## src/ifdm_pkg.sv

```systemverilog
// ============================================================================
// ifdm_pkg: shared types, constants and functions
// Frame layout codes, channel qualification limits and the duty mapping used
// by the serial frame to dual motor drive block.
// ============================================================================
package ifdm_pkg;

    // Frame structure
    localparam logic [7:0]  SYNC_FIRST  = 8'h20;
    localparam logic [7:0]  SYNC_SECOND = 8'h40;
    localparam logic [15:0] SUM_START   = 16'hff9f;
    localparam logic [4:0]  POS_IDLE    = 5'd30;

    // Channel qualification limits (in the low 12 bits of a channel word)
    localparam logic [11:0] WIDTH_MIN   = 12'd800;
    localparam logic [11:0] WIDTH_MAX   = 12'd2200;
    localparam logic [11:0] CENTRE_LO   = 12'd1450;
    localparam logic [11:0] CENTRE_HI   = 12'd1550;
    localparam logic [12:0] CENTRE      = 13'd1500;

    // Drive mapping limits
    localparam logic signed [11:0] DEADBAND  = 12'sd50;
    localparam logic signed [11:0] MAG_LIMIT = 12'sd500;

    // Configuration register indexes
    typedef enum logic [2:0] {
        REG_CHAN_A      = 3'd0,
        REG_CHAN_B      = 3'd1,
        REG_INDEPENDENT = 3'd2,
        REG_DUTY_FLOOR  = 3'd3,
        REG_DUTY_CEIL   = 3'd4
    } t_reg_idx;

    // Signed command of one channel, -700..700
    typedef logic signed [10:0] t_cmd;
    // Signed motor command after mixing, -1400..1400
    typedef logic signed [11:0] t_mix;

    typedef struct packed {
        logic armed;
        t_cmd cmd;
    } t_qual;

    typedef struct packed {
        logic [15:0] duty;
        logic        fwd;
        logic        rev;
    } t_drive;

    // Qualify one channel width against the arming rules.
    function automatic t_qual qualify(input logic [11:0] w, input logic armed_in);
        t_qual       q;
        logic [12:0] diff;
        diff    = {1'b0, w} - CENTRE;
        q.armed = armed_in;
        q.cmd   = '0;
        if (w < WIDTH_MIN || w > WIDTH_MAX) begin
            q.armed = 1'b0;
        end else if (armed_in || (w >= CENTRE_LO && w <= CENTRE_HI)) begin
            q.armed = 1'b1;
            q.cmd   = t_cmd'(diff[10:0]);
        end
        return q;
    endfunction

    // Map a signed command to a duty value with direction flags.
    function automatic t_drive drive(input t_mix c, input logic [15:0] floor_v,
                                     input logic [15:0] ceil_v);
        t_drive     d;
        t_mix       mag;
        logic [11:0] excess;
        d.fwd  = (c > DEADBAND);
        d.rev  = (c < -DEADBAND);
        mag    = d.rev ? -c : c;
        excess = 12'(mag - DEADBAND);
        if (mag < DEADBAND) begin
            d.duty = '0;
        end else if (mag > MAG_LIMIT) begin
            d.duty = ceil_v;
        end else begin
            d.duty = floor_v + {4'b0, excess};
        end
        return d;
    endfunction

endpackage

```

## src/ibus_frame_to_dual_motor_drive_top.sv

```systemverilog
// ============================================================================
// ibus_frame_to_dual_motor_drive_top: serial frame receiver and motor drive
// Parses 32-byte channel frames, qualifies two channels and maps them to two
// PWM duty values with direction flags.
// ============================================================================
// Usage
//   Input channel: one received byte per transfer on i_rx_byte, handshake
//   i_rx_valid / o_rx_ready. The byte pair 0x20 0x40 starts a frame at any
//   point; 14 channel words and a checksum follow.
//   Output channel: one transfer per frame whose checksum matches, carrying
//   both duty values and the four direction flags, handshake o_out_valid /
//   i_out_ready.
//   Configuration: write i_cfg_wdata to register i_cfg_index while i_cfg_we is
//   high; only while no byte is in flight.
//   Path: a byte is held in the input register and processed from there into
//   the result register, so the last checksum byte's result is offered from
//   there. Throughput is one byte per cycle unless a result stalls, set by
//   the single parse stage between the input and result registers.
//   Reset: synchronous, active low. The parser goes idle, both channels are
//   disarmed with commands at zero and the configuration registers reset.
//   Stall: while a result waits, further bytes are still taken and parsed; only
//   a second result behind a waiting one holds the input register and drops
//   o_rx_ready until the first is transferred.
// ============================================================================
module ibus_frame_to_dual_motor_drive_top
    import ifdm_pkg::*;
(
    input  logic        i_clk,
    input  logic        i_rst_n,
    // configuration write port
    input  logic        i_cfg_we,
    input  logic [2:0]  i_cfg_index,
    input  logic [15:0] i_cfg_wdata,
    // byte input channel
    input  logic        i_rx_valid,
    output logic        o_rx_ready,
    input  logic [7:0]  i_rx_byte,
    // result channel
    output logic        o_out_valid,
    input  logic        i_out_ready,
    output logic [15:0] o_duty_one,
    output logic [15:0] o_duty_two,
    output logic        o_fwd_one,
    output logic        o_rev_one,
    output logic        o_fwd_two,
    output logic        o_rev_two
);

    // Configuration registers
    logic [3:0]  r_chan_a;
    logic [3:0]  r_chan_b;
    logic        r_indep;
    logic [15:0] r_duty_floor;
    logic [15:0] r_duty_ceil;

    // Input register
    logic        r_in_valid;
    logic [7:0]  r_in_byte;

    // Parser state
    logic [7:0]  r_cur,   n_cur;
    logic [4:0]  r_pos,   n_pos;
    logic [15:0] r_sum,   n_sum;
    logic        r_arm_a, n_arm_a;
    logic        r_arm_b, n_arm_b;
    t_cmd        r_cmd_a, n_cmd_a;
    t_cmd        r_cmd_b, n_cmd_b;

    // Result register
    logic        r_out_valid;
    t_drive      r_drv_one, n_drv_one;
    t_drive      r_drv_two, n_drv_two;

    logic        sync_hit;
    logic        in_frame;
    logic [4:0]  pos_inc;
    logic [15:0] word;
    logic [8:0]  byte_sum;
    logic [3:0]  slot;
    logic        res_hit;
    logic        advance;
    t_qual       qual_a;
    t_qual       qual_b;
    t_mix        mix_one;
    t_mix        mix_two;

    // Configuration writes
    always_ff @(posedge i_clk) begin
        if (!i_rst_n) begin
            r_chan_a     <= 4'd1;
            r_chan_b     <= 4'd2;
            r_indep      <= 1'b0;
            r_duty_floor <= 16'd50;
            r_duty_ceil  <= 16'd500;
        end else if (i_cfg_we) begin
            unique case (i_cfg_index)
                REG_CHAN_A:      r_chan_a     <= i_cfg_wdata[3:0];
                REG_CHAN_B:      r_chan_b     <= i_cfg_wdata[3:0];
                REG_INDEPENDENT: r_indep      <= i_cfg_wdata[0];
                REG_DUTY_FLOOR:  r_duty_floor <= i_cfg_wdata;
                REG_DUTY_CEIL:   r_duty_ceil  <= i_cfg_wdata;
                default: ;
            endcase
        end
    end

    // Frame decode of the byte held in the input register
    always_comb begin
        sync_hit = (r_cur == SYNC_FIRST) && (r_in_byte == SYNC_SECOND);
        in_frame = (r_pos < POS_IDLE);
        pos_inc  = r_pos + 5'd1;
        word     = {r_in_byte, r_cur};
        byte_sum = {1'b0, r_cur} + {1'b0, r_in_byte};
        slot     = pos_inc[4:1];
        res_hit  = !sync_hit && in_frame && (pos_inc == POS_IDLE) && (r_sum == word);
        qual_a   = qualify(word[11:0], r_arm_a);
        qual_b   = qualify(word[11:0], r_arm_b);
        advance  = r_in_valid && (!res_hit || !r_out_valid || i_out_ready);
    end

    // Next parser state
    always_comb begin
        n_cur   = r_in_byte;
        n_pos   = r_pos;
        n_sum   = r_sum;
        n_arm_a = r_arm_a;
        n_arm_b = r_arm_b;
        n_cmd_a = r_cmd_a;
        n_cmd_b = r_cmd_b;
        if (sync_hit) begin
            n_pos = '0;
            n_sum = SUM_START;
        end else if (in_frame) begin
            n_pos = pos_inc;
            // Channel words complete on even positions short of the checksum
            if (!pos_inc[0] && pos_inc != POS_IDLE) begin
                if (r_chan_a == slot) begin
                    n_arm_a = qual_a.armed;
                    n_cmd_a = qual_a.cmd;
                end
                if (r_chan_b == slot) begin
                    n_arm_b = qual_b.armed;
                    n_cmd_b = qual_b.cmd;
                end
                n_sum = r_sum - {7'b0, byte_sum};
            end
        end
    end

    // Motor mixing and duty mapping
    always_comb begin
        if (r_indep) begin
            mix_one = {r_cmd_a[10], r_cmd_a};
            mix_two = {r_cmd_b[10], r_cmd_b};
        end else begin
            mix_one = {r_cmd_a[10], r_cmd_a} + {r_cmd_b[10], r_cmd_b};
            mix_two = {r_cmd_a[10], r_cmd_a} - {r_cmd_b[10], r_cmd_b};
        end
        n_drv_one = drive(mix_one, r_duty_floor, r_duty_ceil);
        n_drv_two = drive(mix_two, r_duty_floor, r_duty_ceil);
    end

    // Input register: refilled whenever it is empty or being processed
    assign o_rx_ready = !r_in_valid || advance;

    always_ff @(posedge i_clk) begin
        if (!i_rst_n) begin
            r_in_valid <= 1'b0;
        end else if (o_rx_ready) begin
            r_in_valid <= i_rx_valid;
        end
    end

    always_ff @(posedge i_clk) begin
        if (o_rx_ready) begin
            r_in_byte <= i_rx_byte;
        end
    end

    // Parser state update
    always_ff @(posedge i_clk) begin
        if (!i_rst_n) begin
            r_cur   <= '0;
            r_pos   <= POS_IDLE;
            r_sum   <= '0;
            r_arm_a <= 1'b0;
            r_arm_b <= 1'b0;
            r_cmd_a <= '0;
            r_cmd_b <= '0;
        end else if (advance) begin
            r_cur   <= n_cur;
            r_pos   <= n_pos;
            r_sum   <= n_sum;
            r_arm_a <= n_arm_a;
            r_arm_b <= n_arm_b;
            r_cmd_a <= n_cmd_a;
            r_cmd_b <= n_cmd_b;
        end
    end

    // Result register
    always_ff @(posedge i_clk) begin
        if (!i_rst_n) begin
            r_out_valid <= 1'b0;
        end else if (advance && res_hit) begin
            r_out_valid <= 1'b1;
        end else if (i_out_ready) begin
            r_out_valid <= 1'b0;
        end
    end

    always_ff @(posedge i_clk) begin
        if (advance && res_hit) begin
            r_drv_one <= n_drv_one;
            r_drv_two <= n_drv_two;
        end
    end

    assign o_out_valid = r_out_valid;
    assign o_duty_one  = r_drv_one.duty;
    assign o_fwd_one   = r_drv_one.fwd;
    assign o_rev_one   = r_drv_one.rev;
    assign o_duty_two  = r_drv_two.duty;
    assign o_fwd_two   = r_drv_two.fwd;
    assign o_rev_two   = r_drv_two.rev;

endmodule

```

## config.mk

```make
export PLATFORM = sky130hd
export DESIGN_NAME = ibus_frame_to_dual_motor_drive_top
export DESIGN_NICKNAME = d
export VERILOG_FILES = /design/src/ifdm_pkg.sv /design/src/ibus_frame_to_dual_motor_drive_top.sv
export SDC_FILE = /design/constraint.sdc
export NUM_CORES = 1
export LEC_CHECK = 0
export ABC_CLOCK_PERIOD_IN_PS = 12200
export BUFFER_PORTS_ARGS = -buffer_cell sky130_fd_sc_hd__buf_2
export CORE_UTILIZATION = 40
export DETAILED_ROUTE_END_ITERATION = 6
export PLACE_DENSITY_LB_ADDON = 0.3
export SLEW_MARGIN = 15
export SYNTH_ARGS = -nofsm -noshare
export SYNTH_HDL_FRONTEND = slang
export SYNTH_SLANG_ARGS = --single-unit
```

## constraint.sdc

```tcl
create_clock -name i_clk -period 12.2 [get_ports i_clk]
set_input_delay 1.83 -clock i_clk [delete_from_list [all_inputs] [get_ports i_clk]]
set_output_delay 1.83 -clock i_clk [all_outputs]
set_load 0.005 [all_outputs]
```

Word-level counts from Yosys, hierarchy flattened
Cells that the tools add are included.
{"block": "word_totals", "out_inout_bits": 38, "input_bits": 32, "ff_bits": 140}
{"block": "classes", "n_lt_le_gt_ge": 13, "n_mux": 19, "reduce_logical": 36, "bitwise_logic": 1, "add_sub_neg": 12, "eq_ne": 11}
{"operator": "2-to-1 mux 16 bit", "n": 5}
{"operator": "2-to-1 mux 12 bit", "n": 6}
{"operator": "< comparator 12 x 7 -> 1 bit (second input constant)", "n": 4}
{"operator": "adder 16 x 12 -> 16 bit", "n": 2}
{"operator": "> comparator 12 x 10 -> 1 bit (second input constant)", "n": 2}
{"operator": "> comparator 12 x 7 -> 1 bit (second input constant)", "n": 2}
{"operator": "negation 12 bit", "n": 2}
{"operator": "subtractor 12 x 7 -> 12 bit (second input constant)", "n": 2}
{"operator": "2-to-1 mux 11 bit", "n": 2}
{"operator": "== test 16 bit", "n": 1}
{"operator": "subtractor 16 x 9 -> 16 bit", "n": 1}
{"operator": "adder 11 x 11 -> 12 bit", "n": 1}
{"operator": "greater-or-equal comparator 12 x 11 -> 1 bit (second input constant)", "n": 1}
{"operator": "> comparator 12 bit (second input constant)", "n": 1}
{"operator": "<= comparator 12 x 11 -> 1 bit (second input constant)", "n": 1}
{"operator": "< comparator 12 x 10 -> 1 bit (second input constant)", "n": 1}
{"operator": "AND reduction 2 bit", "n": 6}
{"operator": "AND reduction 6 bit", "n": 2}
{"operator": "subtractor 11 x 11 -> 12 bit", "n": 1}
{"operator": "subtractor 11 bit (second input constant)", "n": 1}
{"operator": "2-to-1 mux 5 bit", "n": 2}
{"operator": "AND reduction 5 bit", "n": 2}
{"operator": "nonzero test 2 bit", "n": 5}
{"operator": "adder 8 x 8 -> 9 bit", "n": 1}
{"operator": "17 further kinds", "n": 38}

Depth between registers and ports, before layout
{"block": "depth", "depth_word": 12, "mapped_depth": 25, "depth_no_buf": 25}

Worst setup path before layout
No wires, ideal clock.
{"block": "synth_timing", "kind": "register -> register", "from": "register r_cmd_b[0]", "to": "register r_drv_one (netlist bit o_duty_one[12]) (data pin)", "stages_incl_launch_ff": 24, "n_path_buf": 0, "arrival_ns": 5.587, "setup_slack_ns": 6.359, "required_ns": 11.946, "cell_sequence": "dfxtp_1 ha_1 inv_1 fa_1 o21ba_1 a2111o_1 a211oi_1 mux2_2 o21ba_2 a41o_1 or4_4 a31oi_1 o21ai_1 a221oi_2 xnor2_1 ha_1 a2111o_1 a31o_2 a21o_1 a211oi_1 nor2_1 xor2_1 mux2i_1 nor2_1"}
{"block": "synth_via", "elab_chain_cells": 7, "word_cells_on_any_way": 10, "classes_between": "add/sub: 4; order compare: 3; mux: 3"}
{"item": "start, declared", "line": "ibus_frame_to_dual_motor_drive_top.sv:67", "text": "t_cmd r_cmd_b, n_cmd_b;"}
{"item": "start signal, assigned", "line": "ibus_frame_to_dual_motor_drive_top.sv:197", "text": "r_cmd_b <= n_cmd_b;"}
{"item": "adder 11 x 11 -> 12 bit (*)", "line": "ibus_frame_to_dual_motor_drive_top.sv:156", "text": "mix_one = {r_cmd_a[10], r_cmd_a} + {r_cmd_b[10], r_cmd_b};"}
{"item": "2-to-1 mux 12 bit (*)", "line": "ibus_frame_to_dual_motor_drive_top.sv:152", "text": "if (r_indep) begin"}
{"item": "negation 12 bit or < comparator 12 x 7 -> 1 bit (tied branches)", "line": "ifdm_pkg.sv:74, ifdm_pkg.sv:73"}
{"item": "2-to-1 mux 12 bit (*)", "line": "ifdm_pkg.sv:74", "text": "mag = d.rev ? -c : c;"}
{"item": "subtractor 12 x 7 -> 12 bit", "line": "ifdm_pkg.sv:75", "text": "excess = 12'(mag - DEADBAND);"}
{"item": "adder 16 x 12 -> 16 bit", "line": "ifdm_pkg.sv:81", "text": "d.duty = floor_v + {4'b0, excess};"}
{"item": "2-to-1 mux 16 bit", "line": "ifdm_pkg.sv:78", "text": "end else if (mag > MAG_LIMIT) begin"}
{"item": "end signal, assigned", "line": "ibus_frame_to_dual_motor_drive_top.sv:214", "text": "r_drv_one <= n_drv_one;"}
{"item": "end, declared", "line": "ibus_frame_to_dual_motor_drive_top.sv:71", "text": "t_drive r_drv_one, n_drv_one;"}
Mark *: on every way between the ends. The rest lies on a longest branch, timed or not.
A chain may end at the register's enable or synchronous reset.

Worst setup path in the final report
{"block": "layout_timing", "from": "register r_cmd_b[6]", "to": "register r_drv_one (netlist bit o_duty_one[12]) (data pin)"}
The elaborated chain is that of the path after synthesis.

==> out/metrics.csv <==
stage;metric;value;unit
global_route;grt_pass1_wl;47800;µm
finish;layout-drive-gt1-share;10.3;%
cts;tritoncts;built;
placement;portBuffers;69;
floorplanning;fp.dieW;167;µm
pwr;p_leak;5.06;nW
logic_synthesis;syn_area;10900;µm²
cts;clk_pin_slew_worst_paths;0.07;ns
route;drt-wirelength-per-cell;17.6;µm
hold_path;whs_path_depth;2;
timing;relSlewSlack;29.8;%
pwr;peakVddDrop;67.4;µV
cts;cts_sinks;140;
hold_path;min_to;r_arm_b;
finish;nNetsFinal;1477;
logic_synthesis;netlist_top_cells_area;dfxtp_1 18%, edfxtp_1 12%, ha_1 8.1%;
timing;setup_viol;0;
critical_path;reg2reg_depth;23;
critical_path;endpoint_kind;flip-flop;
global_route;gr-max-usage-layer;met2;
timing;clock_skew;0.0152;ns
logic_synthesis;yosysSeqAreaShare;29.8;%
route;finalWirelength;30200;µm
cts;cts-root-buf;clkbuf_16;
floorplanning;dieArea;27800;µm²
placement;dp_cells;1679;
floorplanning;rows;59;
logic_synthesis;synth_commonest_cells;144 x nand2_1, 136 x nor2_1, 116 x a21oi_1;
logic_synthesis;synth-edff-count;44;
finish;final_cells;1712;
timing;fmaxAchievable;0.151;GHz
logic_synthesis;yosysTopAreaCellShare;17.7;%
pwr;p_per_area;97.4;nW/µm²
status;status;finished, final reports clean;
critical_path;worst-path-stages;23;
logic_synthesis;synthCells;1333;
floorplanning;io_pins;70;
timing;tightest_slew;1.05;ns
global_route;first_global_vias;9048;
floorplanning;die_h;167;µm
critical_path;worstSetupPathType;reg2reg;
finish;area_growth;9.97;%
logic_synthesis;synth_nets;1447;
timing;fin_crit_sh;54.2;%
critical_path;slowest_stage;ha_1;
logic_synthesis;ys_seq_elements;140;
cts;postCtsSetupBuffers;0;
critical_path;timing.reg2reg.setup_slack;5.59;ns
timing;hold_violations;0;
global_route;grt_use_met2;36.0;%
critical_path;cp.required;12.36;ns
cts;cts-resized-gates;0;
hold_path;hold_class;reg2reg;
logic_synthesis;yosysUniqueCellTypes;88;
placement;place_hpwl;22900;µm
timing;report.final.slew_viol_count;0;
logic_synthesis;ys_async_sr_fraction;0;%
route;drc;0;
route;drt_iter0_markers;998;
pwr;total_power;1.16;mW
placement;dp_slack;5.74;ns
timing;timing.hold.ws;0.473;ns
logic_synthesis;synth.avg_cell_area;8.15;µm²
cts;cts_buffers;17;
hold_path;min_from;r_arm_b;
global_route;gr-usage-met3;2.59;%
global_route;grt_start_max_net_pins;80;
critical_path;cp_top_family;compound AO/OA/AOI/OAI gates;
route;via_count;9878;
logic_synthesis;yosys_warnings;0;
cts;cts_hold_buf;0;
cts;clk_latency;0.43;ns
logic_synthesis;synth_top_cell_by_area;dfxtp_1;
timing;setup_tns;0;ns
critical_path;path_max_fanout;18;
critical_path;r2r-start;r_cmd_b[6];
timing;rsz0062_at_grt;false;
floorplanning;start_util;41.2;%
global_route;met1_usage;29.3;%
critical_path;path_common_cell;nor2_1;
route;first_pass_iters;5;
critical_path;cp_cell_sequence;inv_1, ha_1, nor2b_1, nor4_1, a2111oi_0, a211oi_1, o21a_1, a41o_1, nor2_1, a21oi_1, xnor2_1, ha_1, a21o_1, a21oi_1, o21bai_1, a2111o_1, a31o_2, a21o_1, a211oi_1, nor2_1, xor2_1, mux2i_1, nor2_1;
critical_path;crit_path_start_kind;flip-flop;
global_route;grt-ovfl-total;0;
logic_synthesis;synth_most_common_cell;nand2_1;
critical_path;worstPathArrival;6.77;ns
critical_path;path_buf_inv;1;
critical_path;cpPeakStageDelay;0.71;ns
route;drtAntennaViolNets;0;
timing;period_minus_slack;6.61;ns
cts;ctsLongestPathBuffers;2;
timing;timing.final.ws_setup;5.59;ns
placement;gp_congestion;0.932;
cts;h-tree-depth;4;
floorplanning;core_area;26400;µm²
critical_path;regToRegEndpoint;o_duty_one[12];
run;maxCapViolations;0;
logic_synthesis;synth_ff_type;dfxtp_1;
global_route;gr-usage-all-layers;21.6;%
global_route;antenna_found_initial;1;
route;vias_per_cell;5.77;
## routing by layer
metal	vias to the layer above	routed length [µm]	share of wire [%]
met2	312	14100	47
met1	4679	13800	46
li1	4844	-	-
met4	0	535	1.8
met5	-	0	0
met3	43	1780	5.9
## layout by cell type (no fill, tap or decap), types with 8 or more instances in the layout
cell / netlist / final
nand3_1: 64 / 64
nor2b_1: 16 / 16
and3_1: 14 / 14
clkbuf_16: 0 / 17
nor3_1: 34 / 34
dfxtp_1: 96 / 96
nand2b_1: 15 / 15
o21a_1: 9 / 9
xnor2_1: 60 / 60
a21o_1: 21 / 21
a211oi_1: 22 / 22
fa_1: 12 / 12
ha_1: 70 / 70
edfxtp_1: 44 / 44
nor2_1: 136 / 136
a31oi_1: 10 / 9
inv_1: 68 / 68
o211ai_1: 12 / 12
nand4_1: 14 / 14
buf_2: 9 / 69
nand2_1: 144 / 144
inv_6: 0 / 8
a21oi_1: 116 / 116
mux2i_1: 42 / 42
nor4_1: 15 / 15
o21ai_0: 35 / 35
xor2_1: 44 / 44
## how the worst max path moves through the flow
stage / end / startpoint
after detailed placement: o_duty_one[12] / r_cmd_b[6]
after global routing: o_duty_one[12] / r_cmd_b[6]
final: o_duty_one[12] / r_cmd_b[6]
after global placement: o_duty_one[12] / r_cmd_b[0]
after CTS: o_duty_one[12] / r_cmd_b[6]
after floorplan: o_duty_one[12] / r_cmd_b[0]
## kinds of logic after synthesis
kind of cell	Yosys count	share of synthesized area [%]
mux	46	4.31
simple gates	506	22.2
compound gates	321	20.0
fa+ha+maj	82	10.3
flops	140	29.8
buf+inv	134	5.01
xor+xnor	104	8.38
## sequential cells by signal, indices dropped and copies added (netlist names), 4 cells and up
signal / count
n_cur: 8
o_duty_one: 16
o_duty_two: 16
r_chan_a: 4
r_chan_b: 4
r_cmd_a: 11
r_cmd_b: 11
r_cur: 8
r_duty_ceil: 16
r_duty_floor: 16
r_pos: 5
r_sum: 16
## where the power goes
| part | internal [mW] | switching (mW) | leakage (nW) |
|---|---|---|---|
| Clock | 0.267 | 0.231 | 0.274 |
| Sequential | 0.486 | 0.0150 | 1.26 |
| Combinational | 0.0704 | 0.0939 | 3.52 |
## cell type report
class                           count  area, µm²
Clock inverter                     15        124
Multi-Input combinational cell   1059       7090
Clock buffer                       17        425
Timing Repair Buffer               74        383
Fill cell                        2606      14400
Inverter                           71        267
Tap cell                          335        419
Sequential cell                   140       3240
Antenna cell                        1       2.50
## per-stage QoR
step / utilization, % / instance area (µm²)
floorplan: - / 10900
global placement: 43.3 / 11400
detailed placement: 43.3 / 11400
CTS: 45.3 / 11900
global route: 45.3 / 11900
finish: 45.3 / 12000
## worst reg2reg max path, stage by stage (launching register included)
cell	delay [ns]
dfxtp_1	0.42
inv_1	0.09
ha_1	0.71
nor2b_1	0.17
nor4_1	0.47
a2111oi_0	0.24
a211oi_1	0.47
o21a_1	0.24
a41o_1	0.47
nor2_1	0.08
a21oi_1	0.35
xnor2_1	0.13
ha_1	0.33
a21o_1	0.17
a21oi_1	0.23
o21bai_1	0.12
a2111o_1	0.45
a31o_2	0.24
a21o_1	0.20
a211oi_1	0.30
nor2_1	0.11
xor2_1	0.15
mux2i_1	0.15
nor2_1	0.05
(Power assumes the default switching activity.)
